===== src/hdl/bva_pkg.sv =====
`default_nettype none
// ----------------------------------------------------------------------------
// bva_pkg
// Types and constants shared by the battery voltage averager files.
// ----------------------------------------------------------------------------
package bva_pkg;

   localparam int DATA_W = 16;
   localparam int PCT_W  = 7;

   localparam logic [DATA_W-1:0] THRESHOLD_RESET = 16'd1900;
   localparam logic [DATA_W-1:0] PCT_LOW_MV      = 16'd2000;
   localparam logic [DATA_W-1:0] PCT_HIGH_MV     = 16'd3000;
   localparam logic [PCT_W-1:0]  PCT_FULL        = 7'd100;

   // Division by ten of a value below 1024 as (x * 205) >> 11.
   localparam int PCT_DIFF_W  = 10;
   localparam int RECIP_W     = 8;
   localparam int PCT_PROD_W  = PCT_DIFF_W + RECIP_W;
   localparam logic [RECIP_W-1:0] RECIP_TEN = 8'd205;
   localparam int RECIP_SHIFT = 11;

   typedef enum logic [5:0] {
      ST_IDLE  = 6'b000001,
      ST_CHECK = 6'b000010,
      ST_ADD   = 6'b000100,
      ST_DIV   = 6'b001000,
      ST_PCT   = 6'b010000,
      ST_EMIT  = 6'b100000
   } state_type;

   typedef struct packed {
      logic load;        // capture the accepted reading
      logic mark_low;    // record the low battery flag for the result
      logic accumulate;  // add reading to sum and count, start divider
      logic div_step;    // one quotient bit
      logic finish;      // percentage and halving decay
      logic emit;        // load the output register
   } cmd_type;

   typedef struct packed {
      logic reading_zero;
      logic reading_low;
      logic div_last;
   } status_type;

endpackage
`default_nettype wire


===== src/hdl/bva_ifs.sv =====
`default_nettype none
// ----------------------------------------------------------------------------
// bva interfaces
// Valid/ready channels for readings, results and the threshold register.
// ----------------------------------------------------------------------------
interface bva_req_if;
   import bva_pkg::*;
   logic              valid;
   logic              ready;
   logic [DATA_W-1:0] reading_mv;
   modport source (output valid, output reading_mv, input ready);
   modport sink   (input valid, input reading_mv, output ready);
endinterface

interface bva_rsp_if;
   import bva_pkg::*;
   logic              valid;
   logic              ready;
   logic [DATA_W-1:0] average_mv;
   logic [PCT_W-1:0]  percent;
   logic              low_battery;
   modport source (output valid, output average_mv, output percent, output low_battery,
                   input ready);
   modport sink   (input valid, input average_mv, input percent, input low_battery,
                   output ready);
endinterface

interface bva_csr_if;
   import bva_pkg::*;
   logic              valid;
   logic              ready;
   logic [DATA_W-1:0] low_threshold_mv;
   modport source (output valid, output low_threshold_mv, input ready);
   modport sink   (input valid, input low_threshold_mv, output ready);
endinterface
`default_nettype wire


===== src/hdl/bva_ctrl.sv =====
`default_nettype none
// ----------------------------------------------------------------------------
// bva_ctrl
// Sequencer for one reading: check, accumulate, divide, scale, emit.
// ----------------------------------------------------------------------------
module bva_ctrl (
   input  logic                clock,
   input  logic                reset,
   input  logic                req_valid,
   output logic                req_ready,
   output logic                rsp_valid,
   input  logic                rsp_ready,
   input  bva_pkg::status_type status,
   output bva_pkg::cmd_type    cmd
);
   import bva_pkg::*;

   state_type state_ff, state_in;
   logic      rsp_valid_ff, rsp_valid_in;
   logic      slot_free;

   assign slot_free = !rsp_valid_ff || rsp_ready;
   assign req_ready = (state_ff == ST_IDLE);
   assign rsp_valid = rsp_valid_ff;

   always_comb begin
      state_in       = state_ff;
      cmd            = '0;
      cmd.load       = (state_ff == ST_IDLE) && req_valid;
      case (state_ff)
         ST_IDLE: begin
            if (req_valid) state_in = ST_CHECK;
         end
         ST_CHECK: begin
            cmd.mark_low = 1'b1;
            if (status.reading_zero) begin
               state_in = ST_IDLE;
            end else if (status.reading_low) begin
               state_in = ST_EMIT;
            end else begin
               state_in = ST_ADD;
            end
         end
         ST_ADD: begin
            cmd.accumulate = 1'b1;
            state_in       = ST_DIV;
         end
         ST_DIV: begin
            cmd.div_step = 1'b1;
            if (status.div_last) state_in = ST_PCT;
         end
         ST_PCT: begin
            cmd.finish = 1'b1;
            state_in   = ST_EMIT;
         end
         ST_EMIT: begin
            if (slot_free) begin
               cmd.emit = 1'b1;
               state_in = ST_IDLE;
            end
         end
         default: begin
            state_in = ST_IDLE;
         end
      endcase
   end

   always_comb begin
      if (cmd.emit) begin
         rsp_valid_in = 1'b1;
      end else if (rsp_ready) begin
         rsp_valid_in = 1'b0;
      end else begin
         rsp_valid_in = rsp_valid_ff;
      end
   end

   always_ff @(posedge clock) begin
      if (reset) begin
         state_ff     <= ST_IDLE;
         rsp_valid_ff <= 1'b0;
      end else begin
         state_ff     <= state_in;
         rsp_valid_ff <= rsp_valid_in;
      end
   end

endmodule
`default_nettype wire


===== src/hdl/bva_datapath.sv =====
`default_nettype none
// ----------------------------------------------------------------------------
// bva_datapath
// Threshold register, running sum and count, serial divider, percent scaler
// and the result register.
// ----------------------------------------------------------------------------
module bva_datapath #(
   parameter int AVERAGE_LIMIT = 32
) (
   input  logic                          clock,
   input  logic                          reset,
   input  logic                          csr_write,
   input  logic [bva_pkg::DATA_W-1:0]    csr_data,
   input  logic [bva_pkg::DATA_W-1:0]    reading_mv,
   input  bva_pkg::cmd_type              cmd,
   output bva_pkg::status_type           status,
   output logic [bva_pkg::DATA_W-1:0]    average_mv,
   output logic [bva_pkg::PCT_W-1:0]     percent,
   output logic                          low_battery
);
   import bva_pkg::*;

   localparam int SUM_W   = DATA_W + $clog2(AVERAGE_LIMIT);
   localparam int COUNT_W = $clog2(AVERAGE_LIMIT + 1);
   localparam int STEP_W  = $clog2(SUM_W + 1);

   logic [DATA_W-1:0]  threshold_ff;
   logic [DATA_W-1:0]  reading_ff;
   logic [SUM_W-1:0]   sum_ff, sum_in;
   logic [COUNT_W-1:0] count_ff, count_in;
   logic [SUM_W-1:0]   quo_ff, quo_in;
   logic [COUNT_W-1:0] rem_ff, rem_in;
   logic [STEP_W-1:0]  step_ff, step_in;
   logic [PCT_W-1:0]   pct_ff, pct_in;
   logic               low_ff;
   logic [DATA_W-1:0]  average_ff;
   logic [PCT_W-1:0]   percent_ff;
   logic               low_out_ff;

   logic [COUNT_W:0]   shifted;
   logic [COUNT_W+1:0] trial;
   logic [DATA_W-1:0]  avg;
   logic [DATA_W-1:0]  diff;
   logic [PCT_PROD_W-1:0] prod;

   assign status.reading_zero = (reading_ff == '0);
   assign status.reading_low  = (reading_ff < threshold_ff);
   assign status.div_last     = (step_ff == STEP_W'(1));

   // Restoring division: one quotient bit per step, remainder below the count.
   assign shifted = {rem_ff, quo_ff[SUM_W-1]};
   assign trial   = {1'b0, shifted} - {2'b00, count_ff};

   assign avg  = quo_ff[DATA_W-1:0];
   assign diff = avg - PCT_LOW_MV;
   assign prod = diff[PCT_DIFF_W-1:0] * RECIP_TEN;

   always_comb begin
      if (avg >= PCT_HIGH_MV) begin
         pct_in = PCT_FULL;
      end else if (avg > PCT_LOW_MV) begin
         pct_in = prod[RECIP_SHIFT +: PCT_W];
      end else begin
         pct_in = '0;
      end
   end

   always_comb begin
      sum_in   = sum_ff;
      count_in = count_ff;
      quo_in   = quo_ff;
      rem_in   = rem_ff;
      step_in  = step_ff;
      if (cmd.accumulate) begin
         sum_in   = sum_ff + SUM_W'(reading_ff);
         count_in = count_ff + COUNT_W'(1);
         quo_in   = sum_in;
         rem_in   = '0;
         step_in  = STEP_W'(SUM_W);
      end else if (cmd.div_step) begin
         step_in = step_ff - STEP_W'(1);
         if (!trial[COUNT_W+1]) begin
            rem_in = trial[COUNT_W-1:0];
            quo_in = {quo_ff[SUM_W-2:0], 1'b1};
         end else begin
            rem_in = shifted[COUNT_W-1:0];
            quo_in = {quo_ff[SUM_W-2:0], 1'b0};
         end
      end else if (cmd.finish) begin
         if (count_ff >= COUNT_W'(AVERAGE_LIMIT)) begin
            sum_in   = sum_ff >> 1;
            count_in = count_ff >> 1;
         end
      end
   end

   always_ff @(posedge clock) begin
      if (reset) begin
         threshold_ff <= THRESHOLD_RESET;
         sum_ff       <= '0;
         count_ff     <= '0;
         step_ff      <= '0;
      end else begin
         if (csr_write) threshold_ff <= csr_data;
         sum_ff   <= sum_in;
         count_ff <= count_in;
         step_ff  <= step_in;
      end
   end

   always_ff @(posedge clock) begin
      quo_ff <= quo_in;
      rem_ff <= rem_in;
      if (cmd.load)     reading_ff <= reading_mv;
      if (cmd.mark_low) low_ff     <= status.reading_low;
      if (cmd.finish)   pct_ff     <= pct_in;
      if (cmd.emit) begin
         average_ff <= low_ff ? '0 : avg;
         percent_ff <= low_ff ? '0 : pct_ff;
         low_out_ff <= low_ff;
      end
   end

   assign average_mv  = average_ff;
   assign percent     = percent_ff;
   assign low_battery = low_out_ff;

endmodule
`default_nettype wire


===== src/hdl/battery_voltage_averager.sv =====
`default_nettype none
// ----------------------------------------------------------------------------
// battery_voltage_averager
// Running average of battery readings with halving decay and charge percent.
// ----------------------------------------------------------------------------
//
//   Channel   Direction  Payload                                      Notes
//   req_chan  in         reading_mv[15:0]                             zero = no reading
//   rsp_chan  out        average_mv[15:0], percent[6:0], low_battery  one per reading at most
//   csr_chan  in         low_threshold_mv[15:0]                       always ready
//
// A normal reading passes from its transfer through CHECK, ADD, DIV, PCT and
// EMIT before the block is ready again; it stays in DIV while the restoring
// divider produces one quotient bit per cycle. A low reading passes through
// CHECK and EMIT, a zero reading through CHECK alone. Reset is synchronous and
// active high; it clears the sum, the count and the result valid flag, and
// loads the threshold with 1900 mV. A finished result sits in the output
// register while the next reading is taken; the block stalls only when a
// second result is ready before the first has been transferred.
//
module battery_voltage_averager #(
   parameter int AVERAGE_LIMIT = 32
) (
   input  logic        clock,
   input  logic        reset,
   bva_req_if.sink     req_chan,
   bva_rsp_if.source   rsp_chan,
   bva_csr_if.sink     csr_chan
);
   import bva_pkg::*;

   cmd_type    cmd;
   status_type status;

   // The threshold register can be written in any cycle.
   assign csr_chan.ready = 1'b1;

   // The controller owns the handshakes and the state; the datapath owns the stored data.
   bva_ctrl u_ctrl (
      .clock     (clock),
      .reset     (reset),
      .req_valid (req_chan.valid),
      .req_ready (req_chan.ready),
      .rsp_valid (rsp_chan.valid),
      .rsp_ready (rsp_chan.ready),
      .status    (status),
      .cmd       (cmd)
   );

   bva_datapath #(
      .AVERAGE_LIMIT (AVERAGE_LIMIT)
   ) u_datapath (
      .clock       (clock),
      .reset       (reset),
      .csr_write   (csr_chan.valid && csr_chan.ready),
      .csr_data    (csr_chan.low_threshold_mv),
      .reading_mv  (req_chan.reading_mv),
      .cmd         (cmd),
      .status      (status),
      .average_mv  (rsp_chan.average_mv),
      .percent     (rsp_chan.percent),
      .low_battery (rsp_chan.low_battery)
   );

endmodule
`default_nettype wire


===== src/flat_wrapper.sv =====
// flat-port wrapper written by rule: the top's interface ports become plain ports
module battery_voltage_averager_flat import bva_pkg::*;
#(
   parameter int AVERAGE_LIMIT = 32
)
  (clock, reset, req_chan_valid, req_chan_reading_mv, req_chan_ready, rsp_chan_valid, rsp_chan_average_mv, rsp_chan_percent, rsp_chan_low_battery, rsp_chan_ready, csr_chan_valid, csr_chan_low_threshold_mv, csr_chan_ready);
  bva_req_if req_chan_i ();
  bva_rsp_if rsp_chan_i ();
  bva_csr_if csr_chan_i ();
  input  logic clock;
  input  logic reset;
  input wire logic [$bits(req_chan_i.valid)-1:0] req_chan_valid;
  input wire logic [$bits(req_chan_i.reading_mv)-1:0] req_chan_reading_mv;
  output wire logic [$bits(req_chan_i.ready)-1:0] req_chan_ready;
  output wire logic [$bits(rsp_chan_i.valid)-1:0] rsp_chan_valid;
  output wire logic [$bits(rsp_chan_i.average_mv)-1:0] rsp_chan_average_mv;
  output wire logic [$bits(rsp_chan_i.percent)-1:0] rsp_chan_percent;
  output wire logic [$bits(rsp_chan_i.low_battery)-1:0] rsp_chan_low_battery;
  input wire logic [$bits(rsp_chan_i.ready)-1:0] rsp_chan_ready;
  input wire logic [$bits(csr_chan_i.valid)-1:0] csr_chan_valid;
  input wire logic [$bits(csr_chan_i.low_threshold_mv)-1:0] csr_chan_low_threshold_mv;
  output wire logic [$bits(csr_chan_i.ready)-1:0] csr_chan_ready;
  assign req_chan_i.valid = req_chan_valid;
  assign req_chan_i.reading_mv = req_chan_reading_mv;
  assign req_chan_ready = req_chan_i.ready;
  assign rsp_chan_valid = rsp_chan_i.valid;
  assign rsp_chan_average_mv = rsp_chan_i.average_mv;
  assign rsp_chan_percent = rsp_chan_i.percent;
  assign rsp_chan_low_battery = rsp_chan_i.low_battery;
  assign rsp_chan_i.ready = rsp_chan_ready;
  assign csr_chan_i.valid = csr_chan_valid;
  assign csr_chan_i.low_threshold_mv = csr_chan_low_threshold_mv;
  assign csr_chan_ready = csr_chan_i.ready;
  battery_voltage_averager #(.AVERAGE_LIMIT(AVERAGE_LIMIT)) u_core (.clock(clock), .reset(reset), .req_chan(req_chan_i), .rsp_chan(rsp_chan_i), .csr_chan(csr_chan_i));
endmodule

===== config.mk =====
export PLATFORM = sky130hd
export DESIGN_NAME = battery_voltage_averager_flat
export DESIGN_NICKNAME = d
export VERILOG_FILES = /design/src/hdl/bva_pkg.sv /design/src/hdl/bva_ifs.sv /design/src/hdl/bva_ctrl.sv /design/src/hdl/bva_datapath.sv /design/src/hdl/battery_voltage_averager.sv /design/src/flat_wrapper.sv
export SDC_FILE = /design/constraint.sdc
export NUM_CORES = 1
export LEC_CHECK = 0
export BUFFER_PORTS_ARGS = -buffer_cell sky130_fd_sc_hd__buf_2
export CAP_MARGIN = 20
export CORE_ASPECT_RATIO = 1.4
export CORE_MARGIN = 2
export CORE_UTILIZATION = 55
export DETAILED_ROUTE_END_ITERATION = 16
export PLACE_DENSITY = 0.77
export SLEW_MARGIN = 20
export SYNTH_ARGS = -nofsm -noshare
export SYNTH_HDL_FRONTEND = slang
export SYNTH_SLANG_ARGS = --single-unit

===== constraint.sdc =====
create_clock -name clock -period 5.25 [get_ports clock]
set_input_delay 0.525 -clock clock [delete_from_list [all_inputs] [get_ports clock]]
set_output_delay 0.525 -clock clock [all_outputs]
set_load 0.05 [all_outputs]

==> flow_summary.html <==
<table>
<tr><th>Metric</th><th>Value</th></tr>
<tr><th colspan="2">Floorplan</th></tr>
<tr><td>IO Pins</td><td>64</td></tr>
<tr><td>Placeable Area</td><td>15000 um^2</td></tr>
<tr><td>Overall die width</td><td>between 100 and 150 um</td></tr>
<tr><td>Die Footprint</td><td>16300 um^2</td></tr>
<tr><td>Standard-cell row count</td><td>53</td></tr>
<tr><td>Vertical die dimension</td><td>~150 um</td></tr>
<tr><td>Starting density of the core</td><td>between 50% and 60%</td></tr>
<tr><th colspan="2">Setup path</th></tr>
<tr><td>Sort of element at the end of the critical path</td><td>flip-flop</td></tr>
<tr><td>Critical Path RT</td><td>5.38 ns</td></tr>
<tr><td>Startpoint type of the worst setup path</td><td>flip-flop</td></tr>
<tr><td>Slack of the worst reg-to-reg path</td><td>~0.27 ns</td></tr>
<tr><td>Highest net fanout along the worst path</td><td>5</td></tr>
<tr><td>Worst Path Class, Setup</td><td>reg2reg</td></tr>
<tr><td>Data arrival time at the worst-slack endpoint</td><td>5.11 ns</td></tr>
<tr><th colspan="2">Clocking</th></tr>
<tr><td>TritonCTS clock tree</td><td>done</td></tr>
<tr><td>CTS clock-pin slew for the worst setup and hold paths</td><td>0.06 ns</td></tr>
<tr><td>Deepest level of the CTS H-tree</td><td>4</td></tr>
<tr><td>Buffer type at the clock tree root</td><td>clkbuf_16</td></tr>
<tr><td>Setup fix buffers added after clock tree synthesis</td><td>0</td></tr>
<tr><td>Number of buffers added by the clock tree synthesis step</td><td>17</td></tr>
<tr><td>Buffers from clock root to sink, at most</td><td>2</td></tr>
<tr><td>Number of clock sinks seen by CTS</td><td>130</td></tr>
<tr><td>Clock network latency to the later pin of the worst-skew pair</td><td>0.41 ns</td></tr>
<tr><th colspan="2">GRT</th></tr>
<tr><td>Number of global-route vias before repair</td><td>6381</td></tr>
<tr><td>Grt met2 use</td><td>42.5%</td></tr>
<tr><td>Met3 GRT Util</td><td>3.75%</td></tr>
<tr><td>Tot GR Track Use</td><td>about a quarter</td></tr>
<tr><td>GRT Residual Overflow</td><td>0</td></tr>
<tr><td>First-pass GRT wire length</td><td>a little under 30000 um</td></tr>
<tr><td>Met1 capacity usage during global routing</td><td>between 20 and 30%</td></tr>
<tr><td>Number of antenna violations at the first check in global routing</td><td>0</td></tr>
<tr><td>GR peak layer</td><td>met2</td></tr>
<tr><td>Maximum number of pins on one net before global-route repair</td><td>58</td></tr>
<tr><th colspan="2">Place</th></tr>
<tr><td>Input/output buffers</td><td>62</td></tr>
<tr><td>RePlAce Congestion</td><td>0.877</td></tr>
<tr><td>Post-DP HPWL</td><td>13100 um</td></tr>
<tr><td>Cell area reported after detailed placement</td><td>8810 um^2</td></tr>
<tr><th colspan="2">Power and ir drop</th></tr>
<tr><td>Peak supply drop</td><td>0.000198 V</td></tr>
<tr><td>Leakage</td><td>approximately 4.0 nW</td></tr>
<tr><td>Proportion of total power due to net switching</td><td>23.5%</td></tr>
<tr><td>Net Sw Power</td><td>0.000547 W</td></tr>
<tr><td>Internal Pwr Total</td><td>between 0.0015 and 0.002 W</td></tr>
<tr><td>Sequential power share</td><td>between 40% and 50%</td></tr>
<tr><td>Clock share of power</td><td>around 45%</td></tr>
<tr><td>Pwr Density</td><td>249 nW/um^2</td></tr>
<tr><td>Gate power share</td><td>about 7.2%</td></tr>
<tr><td>Total power consumption of the routed design</td><td>0.00233 W</td></tr>
<tr><th colspan="2">Logic synthesis</th></tr>
<tr><td>Share of synthesized flip-flops with an asynchronous set or reset</td><td>0%</td></tr>
<tr><td>Synth warn</td><td>0</td></tr>
<tr><td>Mean cell area of the mapped netlist</td><td>9.79 um^2</td></tr>
<tr><td>Cell variety after synth</td><td>71</td></tr>
<tr><td>Synth Flop Type</td><td>edfxtp_1</td></tr>
<tr><td>Number of storage elements in the synthesis netlist</td><td>130</td></tr>
<tr><td>Post-Synthesis Net Count</td><td>1004</td></tr>
<tr><td>Sequential share of the synthesized area</td><td>between 30% and 40%</td></tr>
<tr><td>Count of flip-flops with a built-in enable after synthesis</td><td>69</td></tr>
<tr><td>Total standard cell area after synthesis</td><td>approximately 8400 um^2</td></tr>
<tr><td>Cell count after synthesis</td><td>856</td></tr>
<tr><th colspan="2">Route</th></tr>
<tr><td>Pre-antenna DRT Iters</td><td>4</td></tr>
<tr><td>Number of DRC violations after detailed-routing iteration 0</td><td>around 330</td></tr>
<tr><td>Average via count per standard cell</td><td>about 5.7</td></tr>
<tr><td>DRC Markers</td><td>0</td></tr>
<tr><td>Routed via count</td><td>between 6000 and 7000</td></tr>
<tr><td>Antenna Nets Post-Route</td><td>0</td></tr>
<tr><td>Drt total wl</td><td>17700 um</td></tr>
<tr><td>Drt wl/cell</td><td>~16 um</td></tr>
<tr><th colspan="2">Timing</th></tr>
<tr><td>Worst Max-Slew Pin Slew</td><td>0.973 ns</td></tr>
<tr><td>Number of pins exceeding their max-slew limit in the final report</td><td>0</td></tr>
<tr><td>Final hold violation count</td><td>0</td></tr>
<tr><td>Final Critical Period</td><td>4.98 ns</td></tr>
<tr><td>Final worst clock skew</td><td>0.0106 ns</td></tr>
<tr><td>Setup repair after global routing missed its margin</td><td>false</td></tr>
<tr><td>Hold Slack</td><td>about 0.29 ns</td></tr>
<tr><td>Setup tns final</td><td>0 ns</td></tr>
<tr><td>Total setup violations reported at the end of the flow</td><td>0</td></tr>
<tr><td>Relative max-transition margin</td><td>35.2%</td></tr>
<tr><td>Max Clock Freq</td><td>0.201 GHz</td></tr>
<tr><td>Crit share post-route</td><td>94.9%</td></tr>
<tr><th colspan="2">Min path</th></tr>
<tr><td>Class of the tightest hold or removal check</td><td>in2reg</td></tr>
<tr><th colspan="2">Cells and area</th></tr>
<tr><td>Nets</td><td>approximately 1100</td></tr>
<tr><td>Number of antenna repair diodes</td><td>0</td></tr>
<tr><td>Layout cells sized above 1</td><td>14.0%</td></tr>
<tr><td>Cell area after layout</td><td>between 9000 and 10000 um^2</td></tr>
<tr><td>Layout area overhead</td><td>11.6%</td></tr>
<tr><th colspan="2">Job</th></tr>
<tr><td>Max-cap violation count</td><td>0</td></tr>
<tr><th colspan="2">Outcome</th></tr>
<tr><td>Outcome</td><td>finished clean</td></tr>
</table>
-- critical path, cell delays in order (launching register included) --
cell	delay, ns
edfxtp_1	0.43
inv_1	0.15
ha_2	0.27
xnor2_2	0.12
ha_1	0.33
inv_1	0.06
fa_1	0.52
inv_1	0.05
fa_1	0.50
fa_1	0.49
ha_1	0.33
a2111oi_2	0.38
o21ai_1	0.14
or3_1	0.39
a31o_2	0.30
xnor2_1	0.13
o21ai_0	0.10
-- cells in the final DEF (no fill, tap or decap), drive strengths merged, types with 9 or more instances in the layout --
master	count
ha	95
inv	75
nand2	75
edfxtp	69
buf	68
dfxtp	61
nor2	54
a21oi	48
o21ai	44
nor2b	26
xnor2	25
clkbuf	22
xor2	16
a21o	16
nor3	16
nand3	16
fa	16
mux2i	15
mux2	14
nor4	10
nand4	9
a211oi	9
o211ai	9
-- metrics by stage --
step / instances / worst slack [ns] / utilization (%)
global placement: 1081 / 0.315 / 58.8
CTS: 1113 / 0.0418 / 62.3
global route: 1113 / 0.0343 / 62.4
finish: 1113 / 0.268 / 62.4
detailed placement: 1081 / 0.0773 / 58.8
floorplan: 856 / 0.254 / -
-- synth_stat cells (5+ instances only) --
master     number  share of area (%)
a2111oi_0       5               0.52
a211oi_1        9               0.81
a21o_1         16                1.4
a21oi_1        47                2.8
a311oi_1        7               0.73
a31oi_1         7               0.52
and2_1          5               0.37
and3_1          8               0.60
buf_2          11               0.66
clkbuf_1       13               0.58
dfxtp_1        61                 15
edfxtp_1       69                 25
fa_1           16                3.8
ha_1           95                 14
inv_1          75                3.4
mux2_2         14                1.9
mux2i_1        15                1.8
nand2_1        75                3.4
nand2b_1        5               0.37
nand3_1        16               0.96
nand4_1         9               0.67
nor2_1         54                2.4
nor2b_1        26                1.9
nor3_1         16               0.96
nor3b_1         6               0.54
nor4_1         10               0.75
o211ai_1        8               0.72
o21a_1          6               0.54
o21ai_0        31                1.9
o21ai_1        13               0.78
xnor2_1        25                2.6
xor2_1         16                1.7
-- cell type report --
| cell class | count | area (um^2) |
|---|---|---|
| flip-flops and latches | 130 | 3290 |
| clock inverters | 10 | 61.3 |
| repair buffers | 68 | 355 |
| well taps | 192 | 240 |
| inverters | 75 | 282 |
| multi-input cells | 616 | 4660 |
| fillers | 1289 | 5630 |
| clock buffers | 22 | 465 |
-- layer usage --
metal  vias to the layer above  wire (um)
met5                         -          0
met4                         0        518
met3                        28        521
met2                       118       9260
met1                      2993       7410
li1                       3175          -
-- what timing repair did --
item,in CTS,in global routing
endpoints found under the setup margin,0,6
gates resized for setup,0,6
hold endpoints to repair,0,0
hold buffers,0,0
-- state kept, by name, indices dropped and copies added (netlist names) --
| name | cells |
|---|---|
| u_core.u_datapath.pct_ff | 7 |
| u_core.u_datapath.percent | 7 |
| u_core.u_ctrl.rsp_valid | 1 |
| u_core.u_datapath.quo_ff | 21 |
| u_core.u_datapath.threshold_ff | 16 |
| u_core.u_datapath.low_ff | 1 |
| u_core.u_ctrl.state_ff | 6 |
| u_core.u_datapath.rem_ff | 6 |
| u_core.u_datapath.count_ff | 6 |
| u_core.u_datapath.sum_ff | 21 |
| u_core.u_datapath.average_mv | 16 |
| u_core.u_datapath.reading_ff | 16 |
| u_core.u_datapath.low_battery | 1 |
| u_core.u_datapath.step_ff | 5 |
-- power by group through the flow --
stage / Clock (W) / Sequential (W) / Combinational [W]
floorplan: 0 / 0.00112 / 0.000124
global placement: 0 / 0.00112 / 0.000163
detailed placement: 0 / 0.00113 / 0.000167
CTS: 0.00108 / 0.00110 / 0.000168
global route: 0.00112 / 0.00111 / 0.000189
finish: 0.00106 / 0.00110 / 0.000167
-- cells by family after synthesis --
kind of cell    synth area share (%)
other cells                   0.0447
compound gates                  14.5
fa+ha+maj                       18.0
simple gates                    14.8
mux                             3.67
xor+xnor                        4.28
flops                           39.3
buf+inv                         5.46
-- final timing paths --
kind,startpoint,to,cells after the start
setup / recovery,u_core.u_datapath.quo_ff[5],u_core.u_datapath.pct_ff[2],16
hold reg to reg,u_core.u_datapath.rem_ff[5],u_core.u_datapath.rem_ff[5],2
setup reg to reg,u_core.u_datapath.quo_ff[5],u_core.u_datapath.pct_ff[2],16
hold / removal,req_chan_reading_mv[4],u_core.u_datapath.reading_ff[4],1
Note: power is estimated with default switching activity, not from simulation.
